### src/rtl/core/wltc_pkg.sv
// Shared constants, tables and types of the write lifespan threshold counter.
`default_nettype none

package wltc_pkg;

  // Field widths fixed by the item formats.
  localparam int unsigned ADDR_W    = 20;
  localparam int unsigned UB_W      = 21;
  localparam int unsigned SEQ_W     = 48;
  localparam int unsigned CNT_W     = 48;
  localparam int unsigned IDX_W     = 2;

  // Threshold pair geometry: three window multiples by four start multiples.
  localparam int unsigned NUM_R     = 3;
  localparam int unsigned NUM_G     = 4;
  localparam int unsigned NUM_PAIRS = NUM_R * NUM_G;
  localparam int unsigned PAIR_W    = $clog2(NUM_PAIRS);

  // Multiples in tenths; a threshold is unique_blocks times a tenth value.
  localparam int unsigned TEN_W     = 7;
  localparam int unsigned THR_W     = UB_W + TEN_W;
  localparam logic [TEN_W-1:0] R_TENTHS [NUM_R] = '{7'd4, 7'd8, 7'd16};
  localparam logic [TEN_W-1:0] G_TENTHS [NUM_G] = '{7'd8, 7'd16, 7'd32, 7'd64};

  // Lifespan scaling: 2560 = 2^11 + 2^9, twelve bits of growth.
  localparam int unsigned SCALE_HI_SH = 11;
  localparam int unsigned SCALE_LO_SH = 9;
  localparam int unsigned SCALE_W     = 12;

  // Sequence distance is counted in units of 256 writes.
  localparam int unsigned SEQ_SHIFT = 8;

  // Default sizes.
  localparam int unsigned DEF_NUM_BLOCKS   = 1048576;
  localparam int unsigned DEF_MAX_LIFESPAN = 67108864;

  // Queue between the front and back parts.
  localparam int unsigned QUEUE_DEPTH = 4;

  // Register port.
  localparam int unsigned CFG_AW = 3;
  localparam int unsigned CFG_DW = 32;
  localparam logic        REG_UNIQUE_BLOCKS = 1'b0;

  // Item kinds.
  localparam logic KIND_WRITE  = 1'b0;
  localparam logic KIND_REPORT = 1'b1;

  // One classified item travelling through the queue.
  typedef struct packed {
    logic              kind;
    logic [ADDR_W-1:0] addr;
    logic [SEQ_W-1:0]  seq;
  } wltc_item_t;

endpackage

`default_nettype wire

### src/rtl/core/wltc_front.sv
// Front part: accepts items, drops writes beyond the map and stamps sequence numbers.
`default_nettype none

module wltc_front
  import wltc_pkg::*;
#(
  parameter int unsigned NUM_BLOCKS = DEF_NUM_BLOCKS
) (
  input  wire logic              clk,
  input  wire logic              rst_n,
  input  wire logic              in_valid,
  output      logic              in_stall,
  input  wire logic              in_kind,
  input  wire logic [ADDR_W-1:0] in_block_address,
  input  wire logic              clearing,
  input  wire logic              queue_full,
  output      logic              push,
  output      wltc_item_t        push_item
);

  localparam int unsigned NB_W  = $clog2(NUM_BLOCKS + 1);
  localparam int unsigned CMP_W = (NB_W > ADDR_W) ? NB_W : ADDR_W;

  logic             accept;
  logic             in_range;
  logic [SEQ_W-1:0] seq_r;
  logic [SEQ_W-1:0] seq_nxt;
  logic [SEQ_W-1:0] seq_inc;

  // No item is taken while the map is being cleared or the queue is full.
  assign in_stall = clearing | queue_full;
  assign accept   = in_valid & ~in_stall;

  // A write beyond the map is accepted and then forgotten.
  assign in_range  = CMP_W'(in_block_address) < CMP_W'(NUM_BLOCKS);
  assign push      = accept & ((in_kind == KIND_REPORT) | in_range);
  assign push_item = '{kind: in_kind, addr: in_block_address, seq: seq_r};

  // Running sequence number, wraps past zero straight to one.
  assign seq_inc = seq_r + SEQ_W'(1);
  always_comb begin
    seq_nxt = seq_r;
    if (push && (in_kind == KIND_WRITE)) begin
      seq_nxt = (seq_inc == '0) ? SEQ_W'(1) : seq_inc;
    end
  end

  always_ff @(posedge clk) begin
    if (!rst_n) begin
      seq_r <= SEQ_W'(1);
    end else begin
      seq_r <= seq_nxt;
    end
  end

endmodule

`default_nettype wire

### config.mk
export PLATFORM = sky130hd
export DESIGN_NAME = wltc_front
export DESIGN_NICKNAME = d
export VERILOG_FILES = /design/src/rtl/core/wltc_pkg.sv /design/src/rtl/core/wltc_front.sv
export SDC_FILE = /design/constraint.sdc
export NUM_CORES = 1
export LEC_CHECK = 0
export BUFFER_PORTS_ARGS = -buffer_cell sky130_fd_sc_hd__buf_4
export CORE_MARGIN = 10
export CORE_UTILIZATION = 57
export CTS_CLUSTER_SIZE = 28
export DETAILED_ROUTE_END_ITERATION = 12
export GPL_ROUTABILITY_DRIVEN = 0
export GPL_TIMING_DRIVEN = 0
export PLACE_DENSITY = 0.86
export REMOVE_ABC_BUFFERS = 1
export SLEW_MARGIN = 20
export SYNTH_ARGS = -nofsm -noshare
export SYNTH_HDL_FRONTEND = slang
export SYNTH_SLANG_ARGS = --single-unit
export TNS_END_PERCENT = 50
### constraint.sdc
create_clock -name clk -period 5.47 [get_ports clk]
set_input_delay 1.094 -clock clk [delete_from_list [all_inputs] [get_ports clk]]
set_output_delay 1.094 -clock clk [all_outputs]
set_load 0.03 [all_outputs]
Word level (Yosys, flattened, before mapping)
Index checks and enable logic that the tools add are counted.
{"block": "totals", "reg_bits": 48, "in_bits": 26, "out_inout_bits": 71, "wordCells": 9}
{"block": "classes", "addsub": 1, "muxes": 1, "bitwise_logic": 4, "reduce_logical": 2}
{"operator": "adder 48 x 1 -> 48 bit, second input constant", "count": 1}
{"operator": "logical NOT 48 bit", "count": 1}
{"operator": "two-way mux 48 bit", "count": 1}
{"operator": "NOT 1 bit", "count": 2}
{"operator": "AND 1 bit", "count": 1}
{"operator": "logical AND 1 bit", "count": 1}
{"operator": "OR 1 bit", "count": 1}

Longest topological paths before layout
{"block": "depth", "word_depth": 4, "mapped_depth": 10, "mapped_depth_nobuf": 9}

Worst setup path after synthesis
Ideal clock, no wire load.
{"block": "synth_timing", "kind": "in2reg", "startpoint": "in queue_full", "endpoint": "reg seq_r[12]", "setup_ns": 0.128, "arrival_time_ns": 2.723, "required_ns": 5.342, "path_slack_ns": 2.620, "stages": 8, "path_buffers": 2, "path_cell_list": "nor2_1 and2_1 nor2b_1 clkbuf_1 clkbuf_1 nand3_1 xor2_1 nor2_1"}
{"block": "synth_between", "elab_chain_cells": 4}
{"item": "from (decl)", "line": "wltc_front.sv:16", "source": "input wire logic queue_full,"}
{"item": "OR 1 bit", "line": "wltc_front.sv:31", "source": "assign in_stall = clearing | queue_full;"}
{"item": "NOT 1 bit", "line": "wltc_front.sv:32", "source": "assign accept = in_valid & ~in_stall;"}
{"item": "AND 1 bit", "line": "wltc_front.sv:32"}
{"item": "net push", "line": "wltc_front.sv:17", "source": "output logic push,"}
{"item": "logical AND 1 bit", "line": "wltc_front.sv:43", "source": "if (push && (in_kind == KIND_WRITE)) begin"}
{"item": "to (signal assigned)", "line": "wltc_front.sv:52", "source": "seq_r <= seq_nxt;"}
{"item": "to (decl)", "line": "wltc_front.sv:26", "source": "logic [SEQ_W-1:0] seq_r;"}
The timed path passes the listed nets, and every way through them passes these cells.
A chain may end at the register's enable or synchronous reset.

Worst setup path after layout
{"block": "layout_timing", "startpoint": "reg seq_r[15]", "endpoint": "reg seq_r[1]"}
{"block": "layout_between", "elab_chain_cells": 3}
{"item": "adder 48 x 1 -> 48 bit", "line": "wltc_front.sv:40", "source": "assign seq_inc = seq_r + SEQ_W'(1);"}
{"item": "logical NOT 48 bit", "line": "wltc_front.sv:44", "source": "seq_nxt = (seq_inc == '0) ? SEQ_W'(1) : seq_inc;"}
{"item": "two-way mux 48 bit", "line": "wltc_front.sv:44"}
No other way between the ends.

==> results.tsv <==
metric	value	unit
wire per inst	18.0	um
synth top area cells	dfxtp_1 (28%), xor2_1 (6.5%), xnor2_1 (5.7%)	
Setup-failing EPs final	0	
worst-case clock buffer depth	2	
post-synth top area share	28.3	%
width of the die	97.2	um
dpl hpwl	7090	um
initial antenna violation count	0	
Final period util	56.1	%
Largest register FFs	48	
total setup buffers inserted after CTS	0	
Reg clk slew, reported paths	0.09	ns
# hold bufs at CTS	0	
post-synthesis sequential area ratio	28.3	%
TritonRoute pass-1 iters	5	
routed wire length	9590	um
number of synthesized register bits	48	
Leak Pwr	1.36	nW
Die Span Y	97.2	um
Rows	28	
status	complete, no violations	
adder-cell share of the synthesized area	0.369	%
area delta synth->final	9.95	%
maximum vdd drop	0.113	mV
die footprint	9440	um2
Max-slew headroom	60.6	%
Compound-Gate Fraction of Synth Area	10.2	%
Critical R2R Launch	seq_r[15]	
post-synthesis mux area share	1.51	%
vias in the first global route	3094	
count of different cell masters after synthesis	52	
top-count cell post-synth	nor2_1	
Synth Instances	448	
Worst R2R Setup Slack	2.40	ns
largest net degree at the start of global routing	45	
max-slew violation count	0	
worst slew pin tran	0.585	ns
most common library cells after synthesis	nor2_1 (50), dfxtp_1 (48), nand2_1 (31)	
synthesized area	3390	um2
final core utilization	63.8	%
total core area	5850	um2
GRT Total Usage	19.0	%
Setup crit start	seq_r[15]	
biggest regs	seq_r x48	
Synth Warn #	0	
Ant. Diodes	0	
DP Worst Slack	2.33	ns
io pins	97	
share of cells above drive strength 1	17.0	%
largest family of logic cells by synthesized area	simple AND/OR/NAND/NOR gates	
Crit path arrival time	3.25	ns
Most flops, register	seq_r	
Fin. Hold Viols	0	
DP Area	3610	um2
# port buffers	56	
Final WS setup	2.40	ns
fin crit period	3.07	ns
CTS sink count	48	
Max Clock Freq	326	MHz
final net count	484	
XOR/XNOR Fraction of Synth Area	12.1	%
clk root buf	clkbuf_8	
post-CTS sizing	0	
Critical Path Fanout Max	10	
Hold Path Sink	seq_r[1]	
setup TNS	0	ns
fraction of registers with async set/reset	0	%
Num CTS Buffers	5	
kind of critical path	register to register	
Initial Util	58.0	%
worst-case clock skew	0.0120	ns
Reg2Reg Depth	8	
post-route cell area	3730	um2
CP Data Required Time	5.65	ns
Synth Flop Type	dfxtp_1	
Post-DRT Antenna Nets	0	
TritonCTS clock tree	done	
worst reg2reg path endpoint	seq_r[1]	
RSZ-0062 raised after global routing	false	
CP Capture Type	register	
leading area contributor after synthesis	dfxtp_1	
min-delay src	seq_r[1]	
remaining global-route overflow	0	
hold crit path type	register to register	
DRC	0	
pwr dens	176	nW/um2
Syn Area/Cell	7.58	um2
Worst setup SP type	register	
drt initial violations	401	
Max Cap Viol	0	
vias per inst	6.43	
Post-synth EDFFs	0	
simple logic cell fraction of the synthesized area	37.6	%
Worst Hold Depth	2	
global-route wire length before repair	15700	um
via count of the routed design	3429	
Clk Latency, worst-skew pair	0.31	ns
H-Tree Depth	2	
cells by family (layout without fill, tap and decap cells):
logic type / Yosys count / in the layout
simple gates: 231 / 231
buf+inv: 60 / 70
compound gates: 56 / 56
flops: 48 / 48
xor+xnor: 47 / 47
mux: 5 / 5
fa+ha+maj: 1 / 1
worst max-delay path, stage by stage, from the launching register on:
cell and delay (ns):
dfxtp_1 0.58, nand4_2 0.25, or3_1 0.64, nor4_1 0.45, xnor2_1 0.17, nand3_1 0.11, nor4_1 0.47, a31o_1 0.24
a21oi_2 0.05
final cells by class:
| type | count | area (um2) |
|---|---|---|
| fillers | 515 | 2120 |
| multi-input cells | 340 | 2100 |
| flip-flops and latches | 48 | 961 |
| repair buffers | 57 | 432 |
| clock buffers | 7 | 96.3 |
| well taps | 75 | 93.8 |
| clock inverters | 1 | 30.0 |
| inverters | 5 | 20.0 |
worst max-delay path by stage:
stage           endpoint  cells after the start
2_1_floorplan  seq_r[47]                      7
4_1_cts         seq_r[1]                      8
5_1_grt         seq_r[1]                      8
6_report        seq_r[1]                      8
3_5_place_dp   seq_r[38]                      9
3_3_place_gp   seq_r[38]                      8
metrics by stage:
stage / instances / hold slack (ns) / power, mW
2_1_floorplan: 393 / 0.636 / 0.371
5_1_grt: 533 / 0.585 / 0.674
4_1_cts: 533 / 0.539 / 0.657
3_3_place_gp: 524 / 0.536 / 0.382
6_report: 533 / 0.533 / 0.656
3_5_place_dp: 525 / 0.525 / 0.383
report_power, final:
part	internal (mW)	switching, mW
logic	0.00782	0.0152
clock network	0.161	0.120
registers	0.350	0.00144
metal layers:
| metal | vias up | wire [um] | GRT usage (%) |
|---|---|---|---|
| met3 | 23 | 897 | 4.91 |
| met1 | 1606 | 4040 | 24.6 |
| met5 | - | 0 | 2.20 |
| li1 | 1609 | - | - |
| met2 | 191 | 4490 | 29.6 |
| met4 | 0 | 167 | 6.02 |
placed cells by master (no fill, tap or decap), types with 18 or more instances in the layout:
cell and n:
nand2_1 31, xnor2_1 22, nor3_1 22, a21oi_1 19, nand4_1 23, buf_4 56, dfxtp_1 48, nand3_1 21
xor2_1 25, or3_1 18, nor2_1 50
(Power assumes the default switching activity.)
