===== config.mk =====
export PLATFORM = sky130hd
export DESIGN_NAME = wltc_queue
export DESIGN_NICKNAME = d
export VERILOG_FILES = /design/src/rtl/core/wltc_pkg.sv /design/src/rtl/core/wltc_queue.sv
export SDC_FILE = /design/constraint.sdc
export NUM_CORES = 1
export LEC_CHECK = 0
export BUFFER_PORTS_ARGS = -buffer_cell sky130_fd_sc_hd__buf_2
export CAP_MARGIN = 20
export CORE_ASPECT_RATIO = 1.2
export CORE_MARGIN = 5
export CORE_UTILIZATION = 40
export CTS_BUF_LIST = sky130_fd_sc_hd__clkbuf_8
export CTS_CLUSTER_SIZE = 8
export DETAILED_ROUTE_END_ITERATION = 16
export PLACE_DENSITY = 0.62
export SYNTH_ARGS = -nofsm -noshare
export SYNTH_HDL_FRONTEND = slang
export SYNTH_SLANG_ARGS = --single-unit

===== constraint.sdc =====
create_clock -name clk -period 5.4 [get_ports clk]
set_clock_uncertainty 0.1 [all_clocks]
set_input_delay 0 -clock clk [delete_from_list [all_inputs] [get_ports clk]]
set_output_delay 0 -clock clk [all_outputs]
set_load 0.02 [all_outputs]

===== src/rtl/core/wltc_pkg.sv =====
// Shared constants, tables and types of the write lifespan threshold counter.
`default_nettype none

package wltc_pkg;

  // Field widths fixed by the item formats.
  localparam int unsigned ADDR_W    = 20;
  localparam int unsigned UB_W      = 21;
  localparam int unsigned SEQ_W     = 48;
  localparam int unsigned CNT_W     = 48;
  localparam int unsigned IDX_W     = 2;

  // Threshold pair geometry: three window multiples by four start multiples.
  localparam int unsigned NUM_R     = 3;
  localparam int unsigned NUM_G     = 4;
  localparam int unsigned NUM_PAIRS = NUM_R * NUM_G;
  localparam int unsigned PAIR_W    = $clog2(NUM_PAIRS);

  // Multiples in tenths; a threshold is unique_blocks times a tenth value.
  localparam int unsigned TEN_W     = 7;
  localparam int unsigned THR_W     = UB_W + TEN_W;
  localparam logic [TEN_W-1:0] R_TENTHS [NUM_R] = '{7'd4, 7'd8, 7'd16};
  localparam logic [TEN_W-1:0] G_TENTHS [NUM_G] = '{7'd8, 7'd16, 7'd32, 7'd64};

  // Lifespan scaling: 2560 = 2^11 + 2^9, twelve bits of growth.
  localparam int unsigned SCALE_HI_SH = 11;
  localparam int unsigned SCALE_LO_SH = 9;
  localparam int unsigned SCALE_W     = 12;

  // Sequence distance is counted in units of 256 writes.
  localparam int unsigned SEQ_SHIFT = 8;

  // Default sizes.
  localparam int unsigned DEF_NUM_BLOCKS   = 1048576;
  localparam int unsigned DEF_MAX_LIFESPAN = 67108864;

  // Queue between the front and back parts.
  localparam int unsigned QUEUE_DEPTH = 4;

  // Register port.
  localparam int unsigned CFG_AW = 3;
  localparam int unsigned CFG_DW = 32;
  localparam logic        REG_UNIQUE_BLOCKS = 1'b0;

  // Item kinds.
  localparam logic KIND_WRITE  = 1'b0;
  localparam logic KIND_REPORT = 1'b1;

  // One classified item travelling through the queue.
  typedef struct packed {
    logic              kind;
    logic [ADDR_W-1:0] addr;
    logic [SEQ_W-1:0]  seq;
  } wltc_item_t;

endpackage

`default_nettype wire


===== src/rtl/core/wltc_queue.sv =====
// Short item queue between the front and back parts.
`default_nettype none

module wltc_queue
  import wltc_pkg::*;
(
  input  wire logic       clk,
  input  wire logic       rst_n,
  input  wire logic       push,
  input  wire wltc_item_t push_item,
  output      logic       full,
  input  wire logic       pop,
  output      logic       empty,
  output      wltc_item_t head
);

  localparam int unsigned PTR_W = $clog2(QUEUE_DEPTH);
  localparam int unsigned FILL_W = $clog2(QUEUE_DEPTH + 1);

  wltc_item_t        store_r [QUEUE_DEPTH];
  logic [PTR_W-1:0]  wr_ptr_r;
  logic [PTR_W-1:0]  wr_ptr_nxt;
  logic [PTR_W-1:0]  rd_ptr_r;
  logic [PTR_W-1:0]  rd_ptr_nxt;
  logic [FILL_W-1:0] fill_r;
  logic [FILL_W-1:0] fill_nxt;
  logic              do_push;
  logic              do_pop;

  assign full    = (fill_r == FILL_W'(QUEUE_DEPTH));
  assign empty   = (fill_r == '0);
  assign head    = store_r[rd_ptr_r];
  assign do_push = push & ~full;
  assign do_pop  = pop & ~empty;

  // Pointer and fill bookkeeping.
  always_comb begin
    wr_ptr_nxt = wr_ptr_r;
    rd_ptr_nxt = rd_ptr_r;
    fill_nxt   = fill_r;
    if (do_push) begin
      wr_ptr_nxt = (wr_ptr_r == PTR_W'(QUEUE_DEPTH - 1)) ? '0 : wr_ptr_r + PTR_W'(1);
    end
    if (do_pop) begin
      rd_ptr_nxt = (rd_ptr_r == PTR_W'(QUEUE_DEPTH - 1)) ? '0 : rd_ptr_r + PTR_W'(1);
    end
    if (do_push && !do_pop) begin
      fill_nxt = fill_r + FILL_W'(1);
    end else if (do_pop && !do_push) begin
      fill_nxt = fill_r - FILL_W'(1);
    end
  end

  always_ff @(posedge clk) begin
    if (!rst_n) begin
      wr_ptr_r <= '0;
      rd_ptr_r <= '0;
      fill_r   <= '0;
    end else begin
      wr_ptr_r <= wr_ptr_nxt;
      rd_ptr_r <= rd_ptr_nxt;
      fill_r   <= fill_nxt;
    end
  end

  // Entry storage.
  always_ff @(posedge clk) begin
    if (do_push) begin
      store_r[wr_ptr_r] <= push_item;
    end
  end

endmodule

`default_nettype wire


Word level (Yosys, flattened, before mapping)
Memory sizes are Yosys's and may differ from the RTL's. A register that Yosys moved wholly into a read port is not among the register bits.
Cells that the tools add are included.
{"block": "word_totals", "memories": 1, "input_bits": 73, "ff_bits": 7, "out_inout_bits": 71, "elab_cells": 29, "mem_bits_rw": 276}
{"block": "op_classes", "muxes": 8, "bitwise_logic": 4, "n_addsub": 4, "eq_ne": 3, "reduce_logical": 6}
{"name": "store_r", "words": 4, "width": 69, "read_ports": 1, "rd_clocked_by_memory_dff": 1, "wr": 1, "line": "wltc_queue.sv:20", "rtl": "wltc_item_t store_r [QUEUE_DEPTH];"}
{"operator": "2-to-1 mux 2 bit", "count": 4}
{"operator": "2-to-1 mux 3 bit", "count": 2}
{"operator": "adder 2 x 1 -> 2 bit (second input constant)", "count": 2}
{"operator": "== test 2 bit (second input constant)", "count": 2}
{"operator": "adder 3 x 1 -> 3 bit (second input constant)", "count": 1}
{"operator": "== test 3 bit (second input constant)", "count": 1}
{"operator": "zero test 3 bit", "count": 1}
{"operator": "subtractor 3 x 1 -> 3 bit (second input constant)", "count": 1}
{"operator": "AND 1 bit", "count": 2}
{"operator": "logical AND 1 bit", "count": 2}
{"operator": "zero test 1 bit", "count": 2}
{"operator": "2-to-1 mux 1 bit", "count": 2}
{"operator": "NOT 1 bit", "count": 2}
{"operator": "nonzero test 2 bit", "count": 1}

Depth between registers and ports, before layout
{"block": "depth", "word_depth": 7, "mapped_depth": 9, "ltp_nobuf": 8}

Worst setup path before layout
Ideal clock, no wire load.
{"block": "synth_path", "kind": "register -> register", "startpoint": "reg fill_r[0]", "endpoint": "mem store_r[0][0] (netlist bit) (enable)", "stages_incl_launch_ff": 5, "required_time_ps": 4865, "synth_period_minus_slack_ps": 3116, "path_buffers": 1, "arrival_time_ps": 2581, "setup_time_ps": 435, "slack_ps": 2284, "cell_sequence": "dfxtp_1 -> nor3b_1 -> nor2b_1 -> clkbuf_1 -> and2_1"}
{"block": "synth_via", "elab_chain_len": 5}
{"element": "start, declared", "line": "wltc_queue.sv:25", "rtl": "logic [FILL_W-1:0] fill_r;"}
{"element": "start signal, assigned", "line": "wltc_queue.sv:62", "rtl": "fill_r <= fill_nxt;"}
{"element": "== test 3 bit", "line": "wltc_queue.sv:30", "rtl": "assign full = (fill_r == FILL_W'(QUEUE_DEPTH));"}
{"element": "via full", "line": "wltc_queue.sv:11", "rtl": "output logic full,"}
{"element": "NOT 1 bit", "line": "wltc_queue.sv:33", "rtl": "assign do_push = push & ~full;"}
{"element": "AND 1 bit", "line": "wltc_queue.sv:33"}
{"element": "via do_push", "line": "wltc_queue.sv:27", "rtl": "logic do_push;"}
{"element": "2-to-1 mux 1 bit", "line": "wltc_queue.sv:68", "rtl": "if (do_push) begin"}
{"element": "2-to-1 mux 1 bit (implied by the code)", "line": "wltc_queue.sv:69", "rtl": "store_r[wr_ptr_r] <= push_item;"}
{"element": "end, declared", "line": "wltc_queue.sv:20"}
The timed path passes the listed nets, and every way through them passes these cells.

==> qor.yml <==
cp-end-kind: "output port"
slew_headroom_pct: 28.7
use_met3_pct: 4.03
whs_endpoint: "store_r[1][33]"
reg2reg_from: "fill_r[0]"
drt-initial-drc-count: 199
clk_pin_slew_ps: 60
grt_setup_unrepaired: "no"
postCtsSetupBuffers: 0
setup_violations: 0
p_leak_nw: 4.46
cts_max_level: 2
synthCells: 412
gp_congestion: 0.658
syn_to_final_growth_pct: 24.3
power_density_mw_per_mm2: 444
drc: 0
regArea_mm2: 0.00848
ys_seq_area_share_pct: 81.1
cp_cell_sequence: "buf_4 -> mux4_2 -> buf_2"
pre_cts_ws_ps: 2770
critPathMaxStageDelay_ps: 970
critPathTopFamily: "flip-flops"
final_util_pct: 50.6
cp_max_fo: 47
clk_path_buf_depth: 3
tightest_slew_ps: 1070
grt_max_degree: 70
grt_use_met1_pct: 16.8
crit_buf_inv: 2
num_antenna_cells: 0
dr_total_vias: 4937
die_h_um: 187
numCtsBuffers: 45
dp_hpwl_um: 11300
wl_per_cell_um: 19.2
antenna_found_initial: 0
final_cell_mix: "edfxtp_1, buf_2, dlygate4sd3_1"
routed_wl_um: 19600
nNetsFinal: 739
clock.fmax_ghz: 0.339
fin_ws_ps: 2450
io_buffers: 143
r2r_cells: 8
hold_depth: 2
fin_crit_sh_pct: 54.6
syn-mean-instance-area_um2: 25.3
viasPerCell: 4.84
crit_required_ps: 5300
cts_sinks: 285
ir_worst_vdd_mv: 0.231
hold_path.class: "in -> reg"
drive_above_1_share_pct: 39.0
cp_slowest_cell: "dfxtp_4"
timing.rr.end: "fill_r[2]"
die_area_mm2: 0.0294
startpoint_type: "flop"
initial_utilization_pct: 40.7
fillers: 2111
cts_tree: "yes"
criticalPathCategory: "reg -> out"
status: "complete, no violations"
multi_input_area_mm2: 0.00184
top_usage_layer: "met2"
final_common_cell: "edfxtp_1"
ys_ff_latch: 285
period_minus_slack_ps: 2950
syn_nets: 492
min_from: "push_item[33]"
grt_pass1_vias: 5555
hold_viol: 0
grt-ovfl-total: 0
clock-root-buffer: "clkbuf_8"
max-cap-violations: 0
core-area_mm2: 0.0256
arrival_ps: 2850
final_antenna_net_count: 0
grt_pass1_wl_um: 30600
yosysWarnings: 0
synthesis.area_mm2: 0.0104
finalMaxSlewViolations: 0
synth_cell_type_count: 25
worstSkewPairLatency_ps: 530
die_w_um: 157
num_rows: 64
ios: 144
finalSetupTns_ps: 0
grtUsageTotal_pct: 13.5
use_met2_pct: 23.0
first_pass_iters: 4
rrSetupSlack_ps: 2760
-- metal layers --
metal  vias up  routed length (um)  share of wire [%]
met5         -                   0                  0
met4         0                 286                1.5
met3        24                1270                6.5
met2       141               10000                 51
met1      2525                8000                 41
li1       2247                   -                  -
-- state kept, by name, summed over array words and instances (netlist names), named ones only --
register and count:
fill_r 3, rd_ptr_r 2, wr_ptr_r 2, store_r 276
-- through the flow --
stage	instance area [um2]	hold WS [ps]	cells	power (mW)
6_report	13000	123	1019	5.76
5_1_grt	13000	81.1	1019	6.08
4_1_cts	12900	86.3	1017	5.87
3_5_place_dp	11500	116	868	4.30
3_3_place_gp	11500	110	868	4.26
2_1_floorplan	10400	-1.13	412	3.85
-- area by class of cell --
cell class | instances | area share, %
Sequential cell | 285 | 65.3
Multi-Input combinational cell | 106 | 14.2
Timing Repair Buffer | 218 | 11.4
Clock buffer | 45 | 4.77
Tap cell | 330 | 3.18
Clock inverter | 32 | 0.994
Inverter | 3 | 0.0868
-- what timing repair did --
action	CTS	global route
hold buffers	72	0
gates resized for setup	0	0
hold endpoints to repair	285	0
-- Yosys cell counts --
| cell | number | area, um2 |
|---|---|---|
| mux2i_1 | 3 | 30.0 |
| buf_6 | 1 | 11.3 |
| o31ai_1 | 1 | 7.51 |
| o21ai_0 | 3 | 15.0 |
| inv_1 | 3 | 11.3 |
| a21boi_0 | 1 | 7.51 |
| and2_1 | 5 | 31.3 |
| xnor2_1 | 1 | 8.76 |
| ha_1 | 6 | 75.1 |
| or3_1 | 1 | 6.26 |
| edfxtp_1 | 276 | 8290 |
| xor2_1 | 1 | 8.76 |
| fa_1 | 1 | 20.0 |
| nand3_1 | 2 | 10.0 |
| buf_4 | 5 | 37.5 |
| buf_2 | 3 | 15.0 |
| nor3b_1 | 1 | 7.51 |
| nor2_1 | 2 | 7.51 |
| nand2_1 | 6 | 22.5 |
| nor2b_1 | 2 | 12.5 |
| dfxtp_1 | 9 | 180 |
| nor3_1 | 1 | 5.00 |
| buf_12 | 2 | 40.0 |
| mux4_2 | 69 | 1550 |
| clkbuf_1 | 7 | 26.3 |
-- worst max-delay path by stage --
| stage | startpoint | to | slack [ps] | cells past startpoint |
|---|---|---|---|---|
| floorplan | fill_r[0] | store_r[0][0] | 2280 | 4 |
| global placement | flop | head[57] | 2840 | 3 |
| detailed placement | fill_r[0] | fill_r[2] | 2770 | 8 |
| CTS | flop | head[63] | 2270 | 3 |
| global route | flop | head[66] | 2100 | 3 |
| finish | flop | head[63] | 2450 | 3 |
-- cell families after synthesis --
logic type | share of synthesized area (%)
flops | 81.1
mux | 15.2
buf+inv | 1.35
simple gates | 0.983
fa+ha+maj | 0.911
compound gates | 0.288
xor+xnor | 0.168
-- power breakdown --
| group | total (mW) | internal (mW) | switching [mW] |
|---|---|---|---|
| Clock | 1.52 | 0.769 | 0.749 |
| Combinational | 1.37 | 0.625 | 0.743 |
| Sequential | 2.88 | 2.70 | 0.179 |
Power figures use the tool's default switching activity.
